### config.mk
export PLATFORM = sky130hd
export DESIGN_NAME = clac_cell
export DESIGN_NICKNAME = d
export VERILOG_FILES = /design/src/sv/assert_macros.svh /design/src/sv/clac_pkg.sv /design/src/sv/clac_cell.sv
export SDC_FILE = /design/constraint.sdc
export NUM_CORES = 1
export LEC_CHECK = 0
export BUFFER_PORTS_ARGS = -buffer_cell sky130_fd_sc_hd__buf_2
export CAP_MARGIN = 25
export CORE_MARGIN = 2
export CORE_UTILIZATION = 49
export CTS_CLUSTER_SIZE = 16
export DETAILED_ROUTE_END_ITERATION = 10
export PLACE_DENSITY = 0.85
export SLEW_MARGIN = 40
export SYNTH_ARGS = -nofsm -noshare
export SYNTH_HDL_FRONTEND = slang
export SYNTH_SLANG_ARGS = --single-unit
### constraint.sdc
create_clock -name clk -period 6.23 [get_ports clk]
set_input_delay 0.3115 -clock clk [delete_from_list [all_inputs] [get_ports clk]]
set_output_delay 0.3115 -clock clk [all_outputs]
set_load 0.05 [all_outputs]
### src/sv/assert_macros.svh
// ----------------------------------------------------------------------------
// Assertion macros
// Shared concurrent assertion wrappers, clocked on clk, disabled in reset.
// ----------------------------------------------------------------------------
`ifndef ASSERT_MACROS_SVH
`define ASSERT_MACROS_SVH

`ifndef SYNTHESIS
// plain property check
`define CLAC_ASSERT(lbl, prop, msg) \
    lbl: assert property (@(posedge clk) disable iff (!rst_n) (prop)) else $error(msg);
// same-cycle implication
`define CLAC_ASSERT_IMP(lbl, ante, cons, msg) \
    lbl: assert property (@(posedge clk) disable iff (!rst_n) (ante) |-> (cons)) \
        else $error(msg);
// next-cycle implication
`define CLAC_ASSERT_NXT(lbl, ante, cons, msg) \
    lbl: assert property (@(posedge clk) disable iff (!rst_n) (ante) |=> (cons)) \
        else $error(msg);
`else
`define CLAC_ASSERT(lbl, prop, msg)
`define CLAC_ASSERT_IMP(lbl, ante, cons, msg)
`define CLAC_ASSERT_NXT(lbl, ante, cons, msg)
`endif

`endif

### src/sv/clac_pkg.sv
// ----------------------------------------------------------------------------
// clac_pkg
// Types and constants for the cache line access counter.
// ----------------------------------------------------------------------------
`default_nettype none

package clac_pkg;

    localparam int ADDR_W   = 48;
    localparam int CNT_W    = 32;
    localparam int SIZE_W   = 7;
    localparam int CMD_W    = 2;
    localparam int LS_W     = 4;
    localparam int LS_MAX   = 12;
    localparam int LS_RESET = 6;

    localparam int DEF_ENTRIES     = 64;
    localparam int DEF_GRANULARITY = 4;
    localparam int DEF_MAX_ACCESS  = 64;

    localparam logic [CMD_W-1:0] CMD_READ  = 2'd0;
    localparam logic [CMD_W-1:0] CMD_WRITE = 2'd1;
    localparam logic [CMD_W-1:0] CMD_END   = 2'd2;

    // one table entry as it moves between cells
    typedef struct packed {
        logic [ADDR_W-1:0] tag;
        logic [CNT_W-1:0]  rd;
        logic [CNT_W-1:0]  wr;
    } entry_t;

    // broadcast control from the sequencer to every cell
    typedef struct packed {
        logic [ADDR_W-1:0] key;
        logic              is_write;
        logic              step_en;
        logic              shift_en;
        logic              any_hit;
    } cell_ctrl_t;

endpackage

`default_nettype wire

### src/sv/clac_cell.sv
// ----------------------------------------------------------------------------
// clac_cell
// One table slot: tag compare, saturating counters, append and dump shift.
// ----------------------------------------------------------------------------
`default_nettype none

module clac_cell (
    input  wire                 clk,
    input  wire clac_pkg::cell_ctrl_t ctrl,
    input  wire                 ent_valid,
    input  wire                 ent_tail,
    input  wire clac_pkg::entry_t nb,
    output clac_pkg::entry_t    ent,
    output logic                hit
);
    import clac_pkg::*;

    entry_t ent_reg;
    entry_t ent_next;

    assign hit = ent_valid && (ent_reg.tag == ctrl.key);
    assign ent = ent_reg;

    always_comb
    begin
        ent_next = ent_reg;
        if (ctrl.shift_en)
        begin
            // dump: take the entry of the next cell up
            ent_next = nb;
        end
        else if (ctrl.step_en)
        begin
            if (hit)
            begin
                if (ctrl.is_write)
                begin
                    if (ent_reg.wr != {CNT_W{1'b1}})
                        ent_next.wr = ent_reg.wr + CNT_W'(1);
                end
                else
                begin
                    if (ent_reg.rd != {CNT_W{1'b1}})
                        ent_next.rd = ent_reg.rd + CNT_W'(1);
                end
            end
            else if (ent_tail && !ctrl.any_hit)
            begin
                ent_next.tag = ctrl.key;
                ent_next.rd  = ctrl.is_write ? CNT_W'(0) : CNT_W'(1);
                ent_next.wr  = ctrl.is_write ? CNT_W'(1) : CNT_W'(0);
            end
        end
    end

    always_ff @(posedge clk)
    begin
        ent_reg <= ent_next;
    end

endmodule

`default_nettype wire

==> results of run 1 <==
[cells in the final DEF (no fill, tap or decap), types with 2 or more instances in the layout]
cell / synthesis / final
sky130_fd_sc_hd__buf_6: 5 / 2
sky130_fd_sc_hd__and4_1: 8 / 8
sky130_fd_sc_hd__nand2_1: 88 / 88
sky130_fd_sc_hd__o21ai_0: 4 / 2
sky130_fd_sc_hd__diode_2: 0 / 3
sky130_fd_sc_hd__buf_2: 3 / 278
sky130_fd_sc_hd__buf_4: 0 / 3
sky130_fd_sc_hd__clkbuf_16: 0 / 9
sky130_fd_sc_hd__o31ai_2: 47 / 47
sky130_fd_sc_hd__edfxtp_1: 112 / 112
sky130_fd_sc_hd__and3_1: 7 / 7
sky130_fd_sc_hd__clkinv_1: 0 / 2
sky130_fd_sc_hd__nor3_1: 4 / 4
sky130_fd_sc_hd__o31ai_1: 15 / 15
sky130_fd_sc_hd__buf_8: 0 / 2
sky130_fd_sc_hd__mux2_2: 48 / 48
sky130_fd_sc_hd__bufinv_16: 0 / 3
sky130_fd_sc_hd__xor2_1: 42 / 42
sky130_fd_sc_hd__nand4_1: 25 / 25
sky130_fd_sc_hd__and2_1: 2 / 2
sky130_fd_sc_hd__xnor2_1: 63 / 63
sky130_fd_sc_hd__nor2_1: 13 / 13
sky130_fd_sc_hd__nand3_1: 26 / 26
sky130_fd_sc_hd__nor4_1: 3 / 3
sky130_fd_sc_hd__ha_1: 2 / 2
sky130_fd_sc_hd__nand2b_1: 2 / 2
sky130_fd_sc_hd__inv_1: 12 / 11
[power groups by stage]
stage / registers, µW / clock network (µW) / logic [µW]
finish: 1000 / 660 / 611
global route: 1010 / 696 / 645
CTS: 1000 / 667 / 615
detailed placement: 1010 / 0 / 613
global placement: 1010 / 0 / 604
floorplan: 1270 / 0 / 172
[cells by family after synthesis]
| family | Yosys count | synth area share, % |
|---|---|---|
| mux | 49 | 8.129 |
| buf+inv | 41 | 2.882 |
| fa+ha+maj | 2 | 0.3694 |
| xor+xnor | 105 | 13.58 |
| simple gates | 189 | 14.19 |
| compound gates | 71 | 11.20 |
| flops | 112 | 49.66 |
[layout make-up]
cell class	count	area, µm²
clock buffer	9	225.2
tap	176	220.2
sequential	112	3363
inverter	12	47.55
fill	1069	4678
timing repair buffer	285	1466
clock inverter	7	110.1
multi-input combinational	416	3229
antenna	3	7.507
[metal layers]
metal  wire length (µm)  vias up
met1               6852     2584
met2               9361      206
met4                436        0
li1                   -     2647
met5                  0        -
met3               1376       26
[path summary, 6_finish.rpt]
| kind | to | slack, ns |
|---|---|---|
| max | ent[55]$_DFFE_PP_ | 3.28 |
| min reg2reg | ent[62]$_DFFE_PP_ | 0.73 |
| min | ent[44]$_DFFE_PP_ | 0.24 |
| max reg2reg | ent[55]$_DFFE_PP_ | 3.28 |
[per-stage QoR]
step / area, µm² / utilization, % / hold WS (ns) / setup WS (ns)
global placement: 8290 / 62.11 / 0.5911 / 2.663
floorplan: 6773 / - / 0.5011 / 1.512
finish: 8670 / 64.95 / 0.2368 / 3.275
detailed placement: 8327 / 62.38 / 0.5942 / 3.195
CTS: 8662 / 64.90 / 0.2245 / 3.194
global route: 8670 / 64.95 / 0.2262 / 3.019
[worst reg2reg max path, stage by stage (launching register included)]
cell and delay (ns):
sky130_fd_sc_hd__edfxtp_1 0.43, sky130_fd_sc_hd__xnor2_1 0.20, sky130_fd_sc_hd__nand4_1 0.20, sky130_fd_sc_hd__nor4_1 0.37
sky130_fd_sc_hd__nand4_1 0.16, sky130_fd_sc_hd__buf_6 0.32, sky130_fd_sc_hd__or2_0 0.39, sky130_fd_sc_hd__o21ai_2 0.13
sky130_fd_sc_hd__buf_4 0.40
==> reports/qor.yml, run 1 <==
maxSlewViolCount: 0
synth_seq_area_share_pct: 49.66
final_antenna_net_count: 0
place.gp.congestion: 0.8383
status: "complete, no violations"
cell_with_the_biggest_individual_delay_on_the_critical_path: "sky130_fd_sc_hd__edfxtp_1"
place.port_buffers: 279
vias: 5463
num_rows: 42
syn_area_per_cell_um2: 11.90
power_frac_comb_pct: 26.9
vdd.ir_drop.worst_mv: 0.1711
postCtsSetupBuffers: 0
place.detailed.hpwl_mm: 13.57
cts_repair_resize_count: 0
hold_depth: 3
yosys_warn_count: 0
worst_setup_path_start_kind: "register"
numCtsBuffers: 9
critPathRequiredTime_ns: 6.23
routed_wirelength_mm: 18.03
die-width_um: 121.6
die_h_um: 121.6
max-slew-margin-rel_pct: 51.07
grt_util_met3_pct: 7.491
hold_path_startpoint: "nb[44]"
timing.max_cap.violations: 0
fin_crit_ns: 2.955
netSwitchingPower_uw: 774.4
synth_fp_nets: 738
critPathLaunch: "ent[81]$_DFFE_PP_"
timing.reg2reg.worst_path_depth: 8
syn_area_um2: 6773
grt_overflow: 0
drtIter0Drc: 393
numPlacedInstances: 1001
synthToLayoutAreaGrowth_pct: 28.01
synth.top_cells.by_area: "sky130_fd_sc_hd__edfxtp_1, sky130_fd_sc_hd__o31ai_2, sky130_fd_sc_hd__xnor2_1, sky130_fd_sc_hd__mux2_2, sky130_fd_sc_hd__xor2_1"
stages_on_the_worst_setup_path: 8
post_cts_hold_buffer_count: 0
count_of_flip_flops_with_a_built_in_enable_after_synthesis: 112
floorplan.io_pins: 280
detail_route.first_pass.iterations: 4
critical_path_buf_inv_count: 2
clock_tree_sinks: 112
worst_setup_hold_path_clk_slew_ns: 0.07
core_area_um2: 13350
most_used_cell_cp: "sky130_fd_sc_hd__nand4_1"
ys_types: 40
cp_top_family: "simple AND/OR/NAND/NOR gates"
grt-busiest-layer: "met2"
via_count_of_the_first_global_routing_pass: 5413
yosys.cell_count.top_type: "sky130_fd_sc_hd__edfxtp_1"
initial_utilization_pct: 50.74
rsz0062_at_grt: "false"
stdcell_count: 1020
power.clock.fraction_pct: 29.1
cts-root-buf: "sky130_fd_sc_hd__clkbuf_16"
clkLatencyLatePin_ns: 0.35
grt_start_max_net_pins: 68
area_leader_netlist: "sky130_fd_sc_hd__edfxtp_1"
totalPowerFinal_uw: 2272
grt_util_all_layers_pct: 24.25
synth_largest_type_area_fraction_pct: 49.66
final-hold-violation-count: 0
cellLeakagePower_uw: 0.003448
regToRegStartpoint: "ent[81]$_DFFE_PP_"
netlist_instances: 569
routing_usage_on_met2_pct: 42.66
cp-end-kind: "register"
fraction_of_layout_cells_with_a_size_suffix_above_1_pct: 48.28
postSynth.topFlopCell: "sky130_fd_sc_hd__edfxtp_1"
min-delay-path-class: "in2reg"
power.share.switching_pct: 34.09
criticalPathCategory: "reg2reg"
grt_pass1_wl_mm: 27.61
synth_common_cells: "sky130_fd_sc_hd__edfxtp_1, sky130_fd_sc_hd__nand2_1, sky130_fd_sc_hd__xnor2_1"
final_routed_wire_length_divided_by_cell_count_um: 17.67
setup_viol_count_final: 0
drc_errors: 0
fin_nets: 1005
largest_reg_flops: 112
power_density_nw_per_um2: 262.0
flip_flop_and_latch_count_after_synthesis: 112
worst_stage_delay_on_the_critical_path_ns: 0.43
grt_util_met1_pct: 27.98
detail_route.vias_per_cell: 5.356
internal_power_uw: 1497
fin_tns_setup_ns: 0
die_area_um2: 14780
crit_path_cell_trace: "xnor2_1, nand4_1, nor4_1, nand4_1, buf_6, or2_0, o21ai_2, buf_4"
min_period_over_period_pct: 47.43
antenna_found_initial: 3
seqPwrFrac_pct: 44.1
h_tree_lvl_count: 3
critical_path_arrival_ns: 2.96
crit_fanout: 67
async_flop_share_pct: 0
slew_worst_pin_ns: 0.7339
tritoncts: "done"
finalClockSkew_ns: 0.006756
clock_path_buffers: 2
fmax_ghz: 0.3385
(Power assumes the default switching activity.)
==> inputs of run 2 (changes only) <==
--- a/config.mk
+++ b/config.mk
@@ -8,10 +8,10 @@
 export BUFFER_PORTS_ARGS = -buffer_cell sky130_fd_sc_hd__buf_2
 export CAP_MARGIN = 25
 export CORE_MARGIN = 2
-export CORE_UTILIZATION = 49
+export CORE_UTILIZATION = 44
 export CTS_CLUSTER_SIZE = 16
 export DETAILED_ROUTE_END_ITERATION = 10
-export PLACE_DENSITY = 0.85
+export PLACE_DENSITY = 0.81
 export SLEW_MARGIN = 40
 export SYNTH_ARGS = -nofsm -noshare
 export SYNTH_HDL_FRONTEND = slang
==> constraint.sdc (replaced) <==
create_clock -name clk -period 2.4 [get_ports clk]
set_input_delay 0.12 -clock clk [delete_from_list [all_inputs] [get_ports clk]]
set_output_delay 0.12 -clock clk [all_outputs]
set_load 0.05 [all_outputs]
==> reports/qor.yml, run 2 (synthesis gave the netlist of run 1 again) <==
vias: 5738
clock_tree_sinks: 112
place.port_buffers: 279
layout_commonest_cell: "sky130_fd_sc_hd__buf_2"
fin_crit_ns: 2.494
num_rows: 45
criticalPathCategory: "reg2reg"
final_antenna_net_count: 0
grt_util_all_layers_pct: 21.83
h_tree_lvl_count: 3
hold_path_startpoint: "nb[58]"
rrSetupSlack_ns: -0.09
antenna_found_initial: 2
post_cts_hold_buffer_count: 0
worst_setup_path_start_kind: "register"
detail_route.first_pass.iterations: 5
place.detailed.hpwl_mm: 13.69
drc_errors: 0
layout.cell_area.non_filler_um2: 9577
cell_with_the_biggest_individual_delay_on_the_critical_path: "sky130_fd_sc_hd__edfxtp_1"
maxSlewViolCount: 0
initial_utilization_pct: 44.72
worst_stage_delay_on_the_critical_path_ns: 0.42
final-hold-violation-count: 0
timing.max_cap.violations: 0
largest_reg_flops: 112
die-width_um: 128.1
finalClockSkew_ns: 0.009246
regToRegStartpoint: "ent[66]$_DFFE_PP_"
placement.cell_area_um2: 8542
routed_wirelength_mm: 19.35
grt_start_max_net_pins: 64
fraction_of_layout_cells_with_a_size_suffix_above_1_pct: 53.17
clock_path_buffers: 2
synthToLayoutAreaGrowth_pct: 41.40
max-slew-margin-rel_pct: 70.58
min_period_over_period_pct: 103.9
floorplan.io_pins: 280
critical_path_buf_inv_count: 3
numCtsBuffers: 9
clkLatencyLatePin_ns: 0.35
critPathLaunch: "ent[66]$_DFFE_PP_"
cp_top_family: "simple AND/OR/NAND/NOR gates"
numPlacedInstances: 1031
tritoncts: "done"
cellLeakagePower_uw: 0.003799
place.gp.congestion: 0.8814
via_count_of_the_first_global_routing_pass: 5541
drtIter0Drc: 440
power_density_nw_per_um2: 611.5
fin_nets: 1046
failed_checks: "negative setup slack"
cp-end-kind: "register"
grt_pass1_wl_mm: 27.74
core_area_um2: 15150
grt_overflow: 0
critical_path_arrival_ns: 2.56
layout_setup_ws_ns: -0.09410
layout.cells.most_common_list: "sky130_fd_sc_hd__buf_2, sky130_fd_sc_hd__edfxtp_1, sky130_fd_sc_hd__nand2_1"
detail_route.vias_per_cell: 5.353
final_routed_wire_length_divided_by_cell_count_um: 18.05
critPathRequiredTime_ns: 2.47
fmax_ghz: 0.4009
status: "finished with violations"
crit_path_cell_trace: "buf_4, nand2b_1, o2111ai_1, nor4b_4, nand4_1, buf_6, or2_4, o21ai_4, buf_12"
vdd.ir_drop.worst_mv: 0.5147
worst_setup_hold_path_clk_slew_ns: 0.08
die_h_um: 128.1
slew_worst_pin_ns: 0.4413
crit_fanout: 16
rsz0062_at_grt: "true"
stdcell_count: 1072
die_area_um2: 16400
setup_viol_count_final: 137
min-delay-path-class: "in2reg"
cts-root-buf: "sky130_fd_sc_hd__clkbuf_16"
## run 2: cell types whose count changed in the layout (fill, tap and decap cells not counted), moves of 6 or more
cell	change
sky130_fd_sc_hd__buf_4	+18
sky130_fd_sc_hd__buf_6	+9
sky130_fd_sc_hd__buf_12	+6
sky130_fd_sc_hd__clkbuf_16	+6
sky130_fd_sc_hd__o31ai_2	-13
sky130_fd_sc_hd__o31ai_1	-12
sky130_fd_sc_hd__o31ai_4	+25
## run 2: path summary, 6_finish.rpt
kind         cells past startpoint                 to
max                              9  ent[63]$_DFFE_PP_
min                              3  ent[58]$_DFFE_PP_
max reg2reg                      9  ent[63]$_DFFE_PP_
min reg2reg                      2  ent[58]$_DFFE_PP_
## run 2: where the power goes
part / internal [µW] / switching (µW)
registers: 2390 / 195
clock network: 823 / 745
logic: 531 / 1170
## run 2: worst reg2reg max path, cell delays in order (launching register included)
cell and delay, ns:
sky130_fd_sc_hd__edfxtp_1 0.42, sky130_fd_sc_hd__buf_4 0.15, sky130_fd_sc_hd__nand2b_1 0.06, sky130_fd_sc_hd__o2111ai_1 0.15, sky130_fd_sc_hd__nor4b_4 0.33, sky130_fd_sc_hd__nand4_1 0.21, sky130_fd_sc_hd__buf_6 0.18, sky130_fd_sc_hd__or2_4 0.27
sky130_fd_sc_hd__o21ai_4 0.24, sky130_fd_sc_hd__buf_12 0.20
## run 2: area by class of cell
cell class	count	area [µm²]
flip-flops and latches	112	3363
clock inverters	7	77.57
diodes	2	5.005
clock buffers	9	225.2
inverters	12	53.80
fillers	1162	5569
well taps	188	235.2
multi-input cells	416	3566
repair buffers	326	2051
## run 2: per-layer routing
layer	vias to the layer above	global-route usage, %	wire, µm
met1	2715	25.62	7406
met4	0	7.563	417
met2	257	38.22	9952
met3	28	6.386	1570
li1	2738	-	-
met5	-	0	0
## run 2: per-stage QoR
step	TNS [ns]	setup slack [ns]	util (%)	total power (µW)	hold slack (ns)
2_1_floorplan	-48.76	-0.5496	-	3742	0.3096
3_3_place_gp	-31.05	-0.2918	56.40	4231	0.4026
3_5_place_dp	-26.51	-0.2588	56.40	4247	0.4056
4_1_cts	-9.167	-0.1650	59.28	5841	0.03301
5_1_grt	-35.83	-0.2708	63.23	6075	0.03797
6_report	-7.215	-0.09410	63.23	5856	0.04623
## run 2: timing repair
item                       in CTS  in global routing
setup endpoints to repair     167                151
cloned                          2                  7
gates resized for setup        14                 66
setup buffers                   4                 13
pin swaps                       3                 13
